<file path="src/hw/rtl/lpcsf_pkg.sv">
// shared types and constants for the lpc synthesis filter
package lpcsf_pkg;

  localparam int DEF_MAX_ORDER = 32;
  localparam int DEF_MAX_UNITS = 4;

  localparam int DW         = 32;
  localparam int TAPS_W     = 6;
  localparam int SHIFT_W    = 5;
  localparam int UNIT_W     = 2;
  localparam int TAP_W      = 5;
  localparam int CFG_IDX_W  = 1;
  localparam int CFG_DATA_W = 6;

  // input item kinds
  localparam logic KIND_COEF   = 1'b0;
  localparam logic KIND_SAMPLE = 1'b1;

  // configuration register indexes
  localparam logic [CFG_IDX_W-1:0] CFG_TAPS  = 1'd0;
  localparam logic [CFG_IDX_W-1:0] CFG_SHIFT = 1'd1;

  typedef enum logic [1:0] {
    ST_IDLE,
    ST_MAC,
    ST_RESULT,
    ST_EMIT
  } seq_state_t;

  // sequencer to multiply-accumulate unit
  typedef struct packed {
    logic init;
    logic step;
  } mac_ctl_t;

endpackage

</file>
<file path="src/hw/rtl/lpcsf_mac.sv">
// shared multiply-accumulate unit with rounding shift and final subtract
module lpcsf_mac import lpcsf_pkg::*; (
  input  logic                 clk,
  input  logic                 rst,
  input  mac_ctl_t             ctl,
  input  logic [DW-1:0]        coef_rd,
  input  logic [DW-1:0]        hist_rd,
  input  logic [SHIFT_W-1:0]   shift,
  input  logic signed [DW-1:0] value,
  output logic signed [DW-1:0] result
);

  logic [DW-1:0]        prod;
  logic                 prod_vld;
  logic [DW-1:0]        acc;
  logic [DW-1:0]        half;
  logic signed [DW-1:0] pred;

  assign half = (shift == '0) ? '0 : (DW'(1) << (shift - SHIFT_W'(1)));

  always_ff @(posedge clk) begin
    if (rst) begin
      prod_vld <= 1'b0;
    end else begin
      prod_vld <= ctl.step;
    end
  end

  // low 32 bits of the product, registered before the add
  always_ff @(posedge clk) begin
    if (ctl.step) begin
      prod <= DW'(coef_rd * hist_rd);
    end
    if (ctl.init) begin
      acc <= half;
    end else if (prod_vld) begin
      acc <= acc + prod;
    end
  end

  assign pred   = signed'(acc) >>> shift;
  assign result = value - pred;

endmodule

</file>
<file path="config.mk">
export PLATFORM = sky130hd
export DESIGN_NAME = lpcsf_mac
export DESIGN_NICKNAME = d
export VERILOG_FILES = /design/src/hw/rtl/lpcsf_pkg.sv /design/src/hw/rtl/lpcsf_mac.sv
export SDC_FILE = /design/constraint.sdc
export NUM_CORES = 1
export LEC_CHECK = 0
export ABC_CLOCK_PERIOD_IN_PS = 21600
export BUFFER_PORTS_ARGS = -buffer_cell sky130_fd_sc_hd__buf_2
export CAP_MARGIN = 5
export CORE_MARGIN = 2
export CORE_UTILIZATION = 40
export DETAILED_ROUTE_END_ITERATION = 8
export PLACE_DENSITY = 0.66
export REMOVE_ABC_BUFFERS = 1
export SLEW_MARGIN = 20
export SYNTH_ARGS = -nofsm -noshare
export SYNTH_HDL_FRONTEND = slang
export SYNTH_SLANG_ARGS = --single-unit
</file>
<file path="constraint.sdc">
create_clock -name clk -period 21.6 [get_ports clk]
set_input_delay 2.16 -clock clk [delete_from_list [all_inputs] [get_ports clk]]
set_output_delay 2.16 -clock clk [all_outputs]
set_load 0.05 [all_outputs]
</file>
Yosys cells after proc, flatten, opt, wreduce, memory -nomap -nowiden
Index checks and enable logic that the tools add are counted.
- register bits: 65
- input bits: 105
- output and inout bits: 32
- logic and storage cells: 14
- add/subtract/negate cells: 3
- multiply operators: 1
- shift operators: 2
- mux-type cells: 3
- reductions and logical operators: 2
- operators with widths (kind ; count):
    32-bit two-way mux ; 3
    32-bit adder ; 1
    32-bit by 32-bit multiplier with 32-bit output ; 1
    1-bit by 5-bit left shift with 32-bit output, first input constant ; 1
    32-bit by 5-bit >>> shifter with 32-bit output ; 1
    32-bit subtractor ; 1
    5-bit logical NOT ; 1
    5-bit by 1-bit subtractor with 5-bit output, second input constant ; 1
    2-bit nonzero test ; 1

Depth between registers and ports, before layout
- depth after elaboration: 4
- depth in mapped cells: 30
- depth with buffers taken out: 28

Least setup slack after synthesis
Ideal clock, no wire load.
- kind: input to output
- start: input shift[0]
- end: output result[26]
- data arrival time: 6.934 ns
- setup slack: 12.506 ns
- cell stages on the path: 23
- cell sequence: clkbuf_1 -> buf_1 -> clkbuf_1 -> buf_1 -> nand2_1 -> o21ai_0 -> mux2i_1 -> a21oi_1 -> mux2i_1 -> ha_1 -> fa_1 -> nor2b_1 -> o21ai_0 -> a21boi_1 -> o211ai_1 -> a21o_1 -> nor2_1 -> o21a_1 -> o21a_1 -> o21a_1 -> nor2_1 -> o21bai_1 -> xor2_1
- longest elaborated chain between the ends: 2
- ends and longest elaborated chain (item ; line ; source):
    from (decl) ; lpcsf_mac.sv:8 ; input logic [SHIFT_W-1:0] shift,
    32-bit by 5-bit >>> shifter with 32-bit output ; lpcsf_mac.sv:41 ; assign pred = signed'(acc) >>> shift;
    32-bit subtractor ; lpcsf_mac.sv:42 ; assign result = value - pred;
    to (decl) ; lpcsf_mac.sv:10 ; output logic signed [DW-1:0] result
Every way passes these cells.

Final worst setup path
- start: input shift[0]
- end: output result[31]
The elaborated chain is that of the path after synthesis.

==> impl_metrics.env <==
export IMPL_cts_hold_buf=0
export IMPL_synth_edf_count=64
export IMPL_fin_worst_skew_ns=0.00972
export IMPL_r2r_start="prod[0]"
export IMPL_first_global_vias=18400
export IMPL_die_y_um=241
export IMPL_cp_startpoint="shift[0]"
export IMPL_grt_use_total=0.212
export IMPL_vias=17200
export IMPL_setup_viol=0
export IMPL_cts_setup_buffers=0
export IMPL_antenna_cells=0
export IMPL_crit_family="compound AO/OA/AOI/OAI gates"
export IMPL_antenna_found_initial=0
export IMPL_hp_start="prod[31]"
export IMPL_area_delta_synth_final_pct=6.45
export IMPL_crit_path_max_incr_delay_ns=0.56
export IMPL_portBuffers=136
export IMPL_drive_above_1_share=0.0785
export IMPL_io_pins=137
export IMPL_grt_first_pass_wirelength_um=96900
export IMPL_cts_buffers=9
export IMPL_slowest_stage="buf_2"
export IMPL_crit_chain="buf_2 -> inv_1 -> a211oi_1 -> a21oi_1 -> nand2_1 -> o21ai_0 -> o21ai_0 -> nand2_1 -> o21ai_0 -> ha_1 -> o21a_1 -> o31a_1 -> o311a_1 -> o211ai_1 -> o211ai_1 -> a21o_1 -> a21oi_2 -> o21ai_1 -> a21oi_1 -> o21ai_1 -> a21oi_1 -> xnor2_1 -> buf_2"
export IMPL_grt_start_max_net_pins=47
export IMPL_post_cts_resized=0
export IMPL_fillers=5453
export IMPL_synthAdderAreaFrac=0.467
export IMPL_wire_per_inst_um=18.4
export IMPL_cp_arrival_ns=7.53
export IMPL_via_per_inst=5.25
export IMPL_avgSynthCellArea_um2=9.07
export IMPL_start_util=0.402
export IMPL_die_area_um2=58300
export IMPL_max_slew_margin=0.341
export IMPL_hpwl_um=48300
export IMPL_hold_viol_final=0
export IMPL_synthDistinctLibCells=68
export IMPL_seq_area_frac_synth=0.0862
export IMPL_synth_mux_area_frac=0.0382
export IMPL_tightestPinTransition_ns=0.988
export IMPL_nNetsFinal=3218
export IMPL_clockBufferDepth=2
export IMPL_worstSetupPathType="in2out"
export IMPL_ant_nets=0
export IMPL_status="completed"
export IMPL_dr_pass1_iters=5
export IMPL_die_w_um=241
export IMPL_multi_input_area_um2=18500
export IMPL_finalCriticalPeriod_ns=9.69
export IMPL_end_kind="output pin"
export IMPL_initialDrtViolationCount=924
export IMPL_synth_xor_area_share=0.0540
export IMPL_slew_violations=0
export IMPL_place_gp_congestion=0.875
export IMPL_ys_warn_count=0
export IMPL_hp_class="reg2reg"
export IMPL_period_share=0.449
export IMPL_rows=87
export IMPL_clk_insertion_delay_late_ns=0.34
export IMPL_cp_num_buf_inv=3
export IMPL_cts_root_buf="clkbuf_16"
export IMPL_core_um2=56100
export IMPL_drc=0
export IMPL_fmax_ghz=0.103
export IMPL_synth_top_family_by_area="adder cells"
export IMPL_crit_path_max_fanout=33
export IMPL_ys_ff_latch=65
export IMPL_tritoncts="built"
export IMPL_tns_ns=0
export IMPL_synth_top_flop_cell="edfxtp_1"
export IMPL_critical_path_required_ns=19.44
export IMPL_syn_area_um2=22500
export IMPL_rsz0062_at_grt="no"
export IMPL_wl_um=60300
export IMPL_clock_sinks=65
export IMPL_syn_inst=2486
export IMPL_regArea_um2=1940
export IMPL_synth_simple_area_share=0.176
export IMPL_synth_compound_area_frac=0.0872
export IMPL_cts_max_level=3
export IMPL_clk_pin_slew_ns=0.05
export IMPL_synthArstFlopShare=0
export IMPL_grt_ovfl_total=0
export IMPL_maxCapViolations=0
export IMPL_cp_start_kind="primary input"
## cell type report
class | count | area share
Multi-Input combinational cell | 1877 | 0.772
Inverter | 426 | 0.0666
Tap cell | 756 | 0.0394
Clock buffer | 13 | 0.0104
Timing Repair Buffer | 139 | 0.0293
Clock inverter | 3 | 0.000782
Sequential cell | 65 | 0.0809
## sequential cells by signal (all words and copies together) (netlist names)
name      count
acc          32
prod         32
prod_vld      1
## through the flow
stage / hold slack [ns] / utilization / worst slack, ns / cells / area, µm²
2_1_floorplan: 0.678 / - / 12.94 / 2368 / 22100
3_3_place_gp: 0.729 / 0.423 / 12.09 / 3263 / 23700
3_5_place_dp: 0.728 / 0.423 / 11.89 / 3263 / 23700
4_1_cts: 0.740 / 0.428 / 11.86 / 3279 / 24000
5_1_grt: 0.778 / 0.428 / 11.49 / 3279 / 24000
6_report: 0.731 / 0.428 / 11.91 / 3279 / 24000
## cells in the final DEF (no fill, tap or decap), drive strengths merged, types with 32 or more instances in the layout
master  netlist  routed
and2        320     320
nor2         50      50
inv         425     426
ha          185     185
o21a         39      39
xnor2       104     104
o21ai        66      66
a21oi        75      75
nand2       297     297
edfxtp       64      64
fa          410     410
a21o         32      32
buf          13     139
xor2         35      35
mux2i        40      40
## worst reg2reg max path: stages (launching register included)
cell	delay, ns
edfxtp_1	0.41
ha_1	0.25
inv_1	0.08
fa_1	0.19
nand2b_1	0.15
a21oi_1	0.11
o31a_1	0.29
o21ai_1	0.22
o31a_1	0.27
nand2_1	0.13
a221oi_2	0.45
o21ai_1	0.10
o21a_1	0.14
a31o_1	0.25
a21oi_1	0.19
mux2_1	0.34
## cell usage after synthesis, types with 35 or more instances
cell type  count  share of area
o21a_1        39          0.013
nor2_1        50         0.0083
clkbuf_1     104          0.017
xnor2_1      104          0.040
fa_1         410           0.36
mux2i_1       40          0.018
o21ai_0       55          0.012
nand2_1      297          0.049
and2_1       320          0.089
inv_1        425          0.071
edfxtp_1      64          0.085
a21oi_1       72          0.016
xor2_1        35          0.014
ha_1         185           0.10
## final timing paths
| check | slack, ns | to | cells after the start |
|---|---|---|---|
| setup / recovery | 11.91 | result[31] | 23 |
| hold / removal | 0.73 | acc[31] | 3 |
| setup reg to reg | 17.77 | acc[30] | 15 |
| hold reg to reg | 0.73 | acc[31] | 3 |
## per-layer routing
| layer | global-route usage | share of wire |
|---|---|---|
| met5 | 0 | 0 |
| met4 | 0.0649 | 0.027 |
| met3 | 0.0163 | 0.050 |
| met2 | 0.372 | 0.49 |
| met1 | 0.279 | 0.43 |
## cells by family after synthesis
logic type | after synthesis
AO/OA/AOI/OAI | 302
multiplexers | 64
XOR/XNOR | 139
adder cells (fa/ha/maj) | 595
buffers and inverters | 544
flip-flops | 65
AND/OR/NAND/NOR | 777
Power is not shown: default switching activity piles up to over one toggle a cycle in this logic, so the estimate is an artifact.
