--- src/hw/rtl/lpcsf_pkg.sv ---
// shared types and constants for the lpc synthesis filter
package lpcsf_pkg;

  localparam int DEF_MAX_ORDER = 32;
  localparam int DEF_MAX_UNITS = 4;

  localparam int DW         = 32;
  localparam int TAPS_W     = 6;
  localparam int SHIFT_W    = 5;
  localparam int UNIT_W     = 2;
  localparam int TAP_W      = 5;
  localparam int CFG_IDX_W  = 1;
  localparam int CFG_DATA_W = 6;

  // input item kinds
  localparam logic KIND_COEF   = 1'b0;
  localparam logic KIND_SAMPLE = 1'b1;

  // configuration register indexes
  localparam logic [CFG_IDX_W-1:0] CFG_TAPS  = 1'd0;
  localparam logic [CFG_IDX_W-1:0] CFG_SHIFT = 1'd1;

  typedef enum logic [1:0] {
    ST_IDLE,
    ST_MAC,
    ST_RESULT,
    ST_EMIT
  } seq_state_t;

  // sequencer to multiply-accumulate unit
  typedef struct packed {
    logic init;
    logic step;
  } mac_ctl_t;

endpackage

--- src/hw/rtl/lpcsf_if.sv ---
// valid/ready channels for input items and synthesized samples
interface lpcsf_in_if import lpcsf_pkg::*; ();
  logic                 valid;
  logic                 ready;
  logic                 kind;
  logic [UNIT_W-1:0]    unit;
  logic [TAP_W-1:0]     tap;
  logic signed [DW-1:0] value;
  logic                 unit_start;

  modport source (output valid, kind, unit, tap, value, unit_start, input ready);
  modport sink   (input valid, kind, unit, tap, value, unit_start, output ready);
endinterface


--- src/hw/rtl/lpcsf_seq.sv ---
// sequencer: item decode, history fill, tap counter and write-back control
module lpcsf_seq import lpcsf_pkg::*; #(
  parameter  int MAX_ORDER = DEF_MAX_ORDER,
  parameter  int MAX_UNITS = DEF_MAX_UNITS,
  localparam int OW  = $clog2(MAX_ORDER + 1),
  localparam int AW  = (MAX_ORDER > 1) ? $clog2(MAX_ORDER) : 1,
  localparam int CD  = MAX_UNITS * MAX_ORDER,
  localparam int CAW = (CD > 1) ? $clog2(CD) : 1
) (
  input  logic                 clk,
  input  logic                 rst,
  lpcsf_in_if.sink             din,
  input  logic [OW-1:0]        order,
  input  logic                 out_free,
  input  logic [DW-1:0]        hist_rd,
  input  logic signed [DW-1:0] mac_result,
  output logic                 hist_we,
  output logic [AW-1:0]        hist_waddr,
  output logic [DW-1:0]        hist_wdata,
  output logic [AW-1:0]        hist_raddr,
  output logic                 coef_we,
  output logic [CAW-1:0]       coef_waddr,
  output logic [CAW-1:0]       coef_raddr,
  output mac_ctl_t             mac_ctl,
  output logic signed [DW-1:0] value_q,
  output logic                 emit,
  output logic signed [DW-1:0] res
);

  localparam int UW = (MAX_UNITS > 1) ? $clog2(MAX_UNITS) : 1;

  seq_state_t           state, state_next;
  logic [OW-1:0]        fill;
  logic [OW-1:0]        fill_eff;
  logic [OW-1:0]        iss;
  logic                 v1, v2;
  logic [AW-1:0]        v1_idx;
  logic [UW-1:0]        unit_q;
  logic [UW-1:0]        unit_m;
  logic [UNIT_W-1:0]    unit_w;
  logic                 accept;
  logic                 is_sample;
  logic                 not_full;
  logic                 issue;

  // unit index wraps at the unit count
  always_comb begin
    unit_w = din.unit;
    for (int i = 0; i < 3; i++) begin
      if ({2'b00, unit_w} >= 4'(MAX_UNITS)) begin
        unit_w = unit_w - UNIT_W'(MAX_UNITS);
      end
    end
    unit_m = UW'(unit_w);
  end

  assign din.ready = (state == ST_IDLE);
  assign accept    = din.valid && din.ready;
  assign is_sample = (din.kind == KIND_SAMPLE);
  assign fill_eff  = din.unit_start ? '0 : ((fill > order) ? order : fill);
  assign not_full  = (fill_eff < order);
  assign issue     = (state == ST_MAC) && (iss < order);

  assign coef_we    = accept && !is_sample && (int'(din.tap) < MAX_ORDER);
  assign coef_waddr = CAW'(int'(unit_m) * MAX_ORDER + int'(din.tap));
  assign coef_raddr = CAW'(int'(unit_q) * MAX_ORDER + int'(iss));
  assign hist_raddr = AW'(iss);

  assign mac_ctl.init = accept && is_sample && !not_full;
  assign mac_ctl.step = v1;

  // one write port shared by fill, shift-down and write-back
  always_comb begin
    hist_we    = 1'b0;
    hist_waddr = AW'(fill_eff);
    hist_wdata = din.value;
    if (state == ST_IDLE) begin
      hist_we = accept && is_sample && not_full;
    end else if (state == ST_MAC) begin
      hist_we    = v1 && (v1_idx != '0);
      hist_waddr = v1_idx - AW'(1);
      hist_wdata = hist_rd;
    end else if (state == ST_RESULT) begin
      hist_we    = (order != '0);
      hist_waddr = AW'(order - OW'(1));
      hist_wdata = mac_result;
    end
  end

  always_comb begin
    state_next = state;
    emit       = 1'b0;
    unique case (state)
      ST_IDLE: begin
        if (accept && is_sample) begin
          if (not_full) begin
            state_next = ST_EMIT;
          end else if (order == '0) begin
            state_next = ST_RESULT;
          end else begin
            state_next = ST_MAC;
          end
        end
      end
      ST_MAC: begin
        if (!issue && !v1 && !v2) begin
          state_next = ST_RESULT;
        end
      end
      ST_RESULT: begin
        state_next = ST_EMIT;
      end
      ST_EMIT: begin
        if (out_free) begin
          emit       = 1'b1;
          state_next = ST_IDLE;
        end
      end
      default: state_next = ST_IDLE;
    endcase
  end

  always_ff @(posedge clk) begin
    if (rst) begin
      state <= ST_IDLE;
      fill  <= '0;
      v1    <= 1'b0;
      v2    <= 1'b0;
    end else begin
      state <= state_next;
      v1    <= issue;
      v2    <= v1;
      if (accept && is_sample) begin
        fill <= not_full ? fill_eff + OW'(1) : fill_eff;
      end
    end
  end

  always_ff @(posedge clk) begin
    v1_idx <= AW'(iss);
    if (accept) begin
      value_q <= din.value;
      unit_q  <= unit_m;
      iss     <= '0;
      res     <= din.value;
    end else if (issue) begin
      iss <= iss + OW'(1);
    end
    if (state == ST_RESULT) begin
      res <= mac_result;
    end
  end

endmodule

--- src/flat_wrapper.sv ---
// flat-port wrapper written by rule: the top's interface ports become plain ports
module lpcsf_seq_flat import lpcsf_pkg::*;
#(
  parameter  int MAX_ORDER = DEF_MAX_ORDER,
  parameter  int MAX_UNITS = DEF_MAX_UNITS,
  localparam int OW  = $clog2(MAX_ORDER + 1),
  localparam int AW  = (MAX_ORDER > 1) ? $clog2(MAX_ORDER) : 1,
  localparam int CD  = MAX_UNITS * MAX_ORDER,
  localparam int CAW = (CD > 1) ? $clog2(CD) : 1
)
  (clk, rst, order, out_free, hist_rd, mac_result, hist_we, hist_waddr, hist_wdata, hist_raddr, coef_we, coef_waddr, coef_raddr, mac_ctl, value_q, emit, res, din_valid, din_kind, din_unit, din_tap, din_value, din_unit_start, din_ready);
  lpcsf_in_if din_i ();
  input  logic clk;
  input  logic rst;
  input  logic [OW-1:0] order;
  input  logic out_free;
  input  logic [DW-1:0] hist_rd;
  input  logic signed [DW-1:0] mac_result;
  output logic hist_we;
  output logic [AW-1:0] hist_waddr;
  output logic [DW-1:0] hist_wdata;
  output logic [AW-1:0] hist_raddr;
  output logic coef_we;
  output logic [CAW-1:0] coef_waddr;
  output logic [CAW-1:0] coef_raddr;
  output mac_ctl_t mac_ctl;
  output logic signed [DW-1:0] value_q;
  output logic emit;
  output logic signed [DW-1:0] res;
  input wire logic [$bits(din_i.valid)-1:0] din_valid;
  input wire logic [$bits(din_i.kind)-1:0] din_kind;
  input wire logic [$bits(din_i.unit)-1:0] din_unit;
  input wire logic [$bits(din_i.tap)-1:0] din_tap;
  input wire logic [$bits(din_i.value)-1:0] din_value;
  input wire logic [$bits(din_i.unit_start)-1:0] din_unit_start;
  output wire logic [$bits(din_i.ready)-1:0] din_ready;
  assign din_i.valid = din_valid;
  assign din_i.kind = din_kind;
  assign din_i.unit = din_unit;
  assign din_i.tap = din_tap;
  assign din_i.value = din_value;
  assign din_i.unit_start = din_unit_start;
  assign din_ready = din_i.ready;
  lpcsf_seq #(.MAX_ORDER(MAX_ORDER), .MAX_UNITS(MAX_UNITS)) u_core (.clk(clk), .rst(rst), .din(din_i), .order(order), .out_free(out_free), .hist_rd(hist_rd), .mac_result(mac_result), .hist_we(hist_we), .hist_waddr(hist_waddr), .hist_wdata(hist_wdata), .hist_raddr(hist_raddr), .coef_we(coef_we), .coef_waddr(coef_waddr), .coef_raddr(coef_raddr), .mac_ctl(mac_ctl), .value_q(value_q), .emit(emit), .res(res));
endmodule
--- config.mk ---
export PLATFORM = sky130hd
export DESIGN_NAME = lpcsf_seq_flat
export DESIGN_NICKNAME = d
export VERILOG_FILES = /design/src/hw/rtl/lpcsf_pkg.sv /design/src/hw/rtl/lpcsf_if.sv /design/src/hw/rtl/lpcsf_seq.sv /design/src/flat_wrapper.sv
export SDC_FILE = /design/constraint.sdc
export NUM_CORES = 1
export LEC_CHECK = 0
export BUFFER_PORTS_ARGS = -buffer_cell sky130_fd_sc_hd__buf_2
export CAP_MARGIN = 15
export CELL_PAD_IN_SITES_DETAIL_PLACEMENT = 1
export CELL_PAD_IN_SITES_GLOBAL_PLACEMENT = 1
export CORE_MARGIN = 3
export CORE_UTILIZATION = 31
export DETAILED_ROUTE_END_ITERATION = 7
export PLACE_DENSITY_LB_ADDON = 0.1
export SYNTH_ARGS = -nofsm -noshare
export SYNTH_HDL_FRONTEND = slang
export SYNTH_SLANG_ARGS = --single-unit
export TNS_END_PERCENT = 30
--- constraint.sdc ---
create_clock -name clk -period 4.51 [get_ports clk]
set_clock_uncertainty 0.05 [all_clocks]
set_input_delay 0.902 -clock clk [delete_from_list [all_inputs] [get_ports clk]]
set_output_delay 0.902 -clock clk [all_outputs]
set_load 0.03 [all_outputs]
== Word level (Yosys, flattened, before mapping) ==
Index checks and enable logic that the tools add are counted.

* Register bits after elaboration: 87
* Output and inout bits: 126

* Reductions and logical operators: 20
* Multiplexer cells: 22
* $add $sub $neg: 6
* Eq/ne operators: 6
* $lt $le $gt $ge: 3

{| class="wikitable"
|+ Operators with widths
! kind !! count
|-
| $mux 32 || 5
|-
| $mux 6 || 3
|-
| $mux 5 || 3
|-
| $add 6x1->6 const B || 2
|-
| $lt 6x6->1 || 2
|-
| $mux 2 || 5
|-
| $sub 5x1->5 const B || 2
|-
| $logic_and 1x1->1 || 9
|-
| $pmux 2 s4 || 1
|-
| $add 7x5->7 || 1
|-
| $add 7x6->7 || 1
|-
| $gt 6x6->1 || 1
|-
| $logic_not 6->1 || 1
|-
| $ne 2x2->1 const B || 3
|-
| $reduce_bool 6->1 || 1
|-
| $logic_not 1->1 || 5
|-
| $mux 1 || 5
|-
| $reduce_bool 5->1 || 1
|-
| $eq 2x2->1 const B || 2
|-
| $reduce_and 3->1 || 1
|-
| $eq 2x1->1 const B || 1
|-
| $logic_not 2->1 || 1
|-
| $reduce_bool 2->1 || 1
|}

== Logic depth before layout (Yosys ltp) ==
* Depth after elaboration: 7
* Gate-level depth with buffers: 16
* Mapped depth without buffers: 14

== Least setup slack after synthesis ==
Ideal clock, no wire load.

* Kind: in2out
* Start point: input port order[3]
* End point: output port mac_ctl[1] (netlist name)
* Stages on the path: 15
* Path buffers: 2
* Data required time: 3.558 ns
* Arrival time: 3.953 ns
* Setup slack: -0.395 ns
* Path through: inv_1 ha_1 a211oi_2 nor2_1 o32ai_2 buf_6 mux2i_1 inv_1 ha_1 and4_1 nand2_1 a221o_1 o21a_1 buf_4 nor2_1

{| class="wikitable"
|+ RTL lines
! what !! line !! RTL
|-
| start, declared || flat_wrapper.sv:15 || <nowiki>input logic [OW-1:0] order;</nowiki>
|-
| end, declared || flat_wrapper.sv:26 || <nowiki>output mac_ctl_t mac_ctl;</nowiki>
|}

==> summary.txt <==
Crit Path Class: in2out
largest area contributor in the netlist: edfxtp_1
Fin. Hold Viols: 0
minimum clock period: 4.67 ns
post-synth top area share: 0.396
Starting Density: 0.323
Initial DRT Pass Iterations: 4
power per cell area: 614 nW/um2
Pwr Total: 4.20 mW
Die Y: 133 um
Max-cap violations: 0
failing checks: setup timing
crit share post-route: 1.04
proportion of layout cells with a drive suffix above 1: 0.494
initial antenna violation count: 1
Warnings, synthesis: 0
VDD IR max: 0.299 mV
DRT antenna net count: 0
DRT Wirelength: 17300 um
DP HPWL: 13300 um
placed instance count: 874
WP buf/inv: 4
Placed Area: 6410 um2
largest net degree at the start of global routing: 67
area grow syn2layout: 36.6%
Tightest Hold Check Type: reg2reg
Clock Latency Late Sink: 0.34 ns
via count: 4411
Synth Flop Type: edfxtp_1
CTS buffer count: 9
Leak: 2.99 nW
mapped cell area: 5000 um2
Initial DRC Count: 174
synth top area cells: edfxtp_1, dfxtp_1, mux2i_1
EDFF count, synth: 66
Post-synth ARST share: 0
Cells after Synth: 451
Avg Inst Size Synth: 11.1 um2
Finished Layout Cells: 894
Die Width: 133 um
Die Area: 17700 um2
total congestion overflow: 0
Post-CTS Hold Buffers: 0
setup ws final: -0.159 ns
critical path cell sequence: buf_2, inv_2, ha_4, a211oi_2, nor2_2, o32ai_2, buf_6, mux2i_4, nor2_2, ha_1, and4_4, nand2_1, a221o_1, o21a_1, nor2_4, buf_6
vias per inst: 4.93
number of global-route vias before repair: 4835
Core ar.: 15500 um2
CP required: 3.56 ns
Synth cell types: 55
gpl congestion: 0.900
WL/cell: 19.4 um
drt drc: 0
relative slew slack: 0.425
most common cell in the netlist: edfxtp_1
first-pass GRT wire length: 27000 um
Finished Cell Area: 6830 um2
nets@finish: 818
register bit total from synthesis: 87
Synth top cells by count: edfxtp_1, nand2_1, mux2i_1
unrepaired setup endpoints after global routing: true
status: finished with violations
slowest stage cell, crit path: a221o_1
Tot GR Track Use: 0.194
critical path startpoint category: primary input
Core Rows: 45
Max clock buf depth: 2
TritonCTS clock tree: done
Worst Setup End Kind: output pin
Seq/Total Area, Yosys: 0.480
clock net sink count: 87
root buf cell: clkbuf_16
Setup Viol. Count Final: 2
CTS H-Tree Depth: 3
clock transition at the registers of the reported paths: 0.06 ns
# IOs: 241
f_max: 0.214 GHz
CP arrival: 3.72 ns
CP peak stage delay: 0.31 ns
Worst-Margin Slew: 0.862 ns
IO Port Bufs: 230
Slew Viols, Final: 0
Synthesized Nets: 592
Critical Path Fanout Max: 4
top cell family by delay on the critical path: compound AO/OA/AOI/OAI gates
## sequential cells by signal (all words and copies together), names as in the netlist
signal	flops
u_core.res	32
u_core.iss	6
u_core.state	2
u_core.unit_q	2
u_core.value_q	32
u_core.v1	1
u_core.v2	1
u_core.v1_idx	5
u_core.fill	6
## area by class of cell
class | count | area (um2)
Clock inverter | 6 | 60.1
Clock buffer | 10 | 229
Sequential cell | 87 | 2400
Fill cell | 1789 | 8650
Antenna cell | 1 | 2.50
Inverter | 15 | 56.3
Multi-Input combinational cell | 306 | 2430
Timing Repair Buffer | 258 | 1390
Tap cell | 211 | 264
## power breakdown
group	switching (mW)	internal, mW	leakage (nW)
combinational	1.55	0.681	2.04
sequential	0.0904	1.15	0.805
clock	0.306	0.428	0.140
total	1.94	2.25	2.99
## worst paths after layout
check / from / endpoint / slack, ns / cells after the start
worst min-delay path: u_core.iss[4] / u_core.v1_idx[4] / 0.38 / 0
worst max register to register: u_core.fill[3] / u_core.fill[5] / 0.70 / 15
worst max-delay path: order[3] / mac_ctl[1] / -0.16 / 16
worst min register to register: u_core.iss[4] / u_core.v1_idx[4] / 0.38 / 0
## routing by layer
layer  wire, um  part of all wire  up-vias  track usage
met3       1140             0.066       10       0.0559
met1       7000              0.40     2151        0.225
met5          0                 0        -            0
met2       9040              0.52      151        0.353
li1           -                 -     2099            -
met4        143            0.0083        0       0.0398
## per-stage QoR
step                 util  TNS [ns]  worst slack (ns)  hold slack (ns)
finish              0.441    -0.289            -0.159            0.382
global route        0.441    -0.459            -0.239            0.413
CTS                 0.440    -0.165           -0.0876            0.386
detailed placement  0.414    -0.367            -0.198            0.377
global placement    0.414    -0.213            -0.125            0.367
floorplan               -         0           0.00518            0.352
## cells by family (layout without fill, tap and decap cells)
| family | after synthesis | after routing | share of synthesized area |
|---|---|---|---|
| compound gates | 85 | 85 | 0.113 |
| xor+xnor | 9 | 9 | 0.0158 |
| fa+ha+maj | 26 | 26 | 0.0650 |
| buf+inv | 58 | 289 | 0.0620 |
| flops | 87 | 87 | 0.480 |
| mux | 74 | 74 | 0.156 |
| other cells | 0 | 1 | 0 |
| simple gates | 112 | 112 | 0.108 |
## cell usage in the layout (no fill, tap or decap), drive strengths merged, types with 3 or more instances in the layout
cell type | netlist | final
a21oi | 9 | 9
o22a | 4 | 4
nor3 | 3 | 3
clkinv | 0 | 3
nand2 | 48 | 48
nor2b | 5 | 5
clkbuf | 15 | 10
and3 | 3 | 3
nand4b | 3 | 3
inv | 15 | 16
buf | 28 | 258
ha | 26 | 26
nand3b | 3 | 3
mux2 | 32 | 32
a21o | 5 | 5
nand2b | 7 | 7
edfxtp | 66 | 66
nand4 | 3 | 3
nand3 | 3 | 3
or3 | 3 | 3
or2 | 4 | 4
nor2 | 20 | 20
dfxtp | 21 | 21
mux2i | 42 | 42
o21ai | 39 | 39
xnor2 | 8 | 8
a22oi | 5 | 5
a311oi | 4 | 4
## what timing repair did
action,4_1_cts,5_1_grt
setup endpoints to repair,2,2
gates resized for setup,17,5
pin swaps,13,4
buffers inserted,3,0
(Power assumes the default switching activity.)
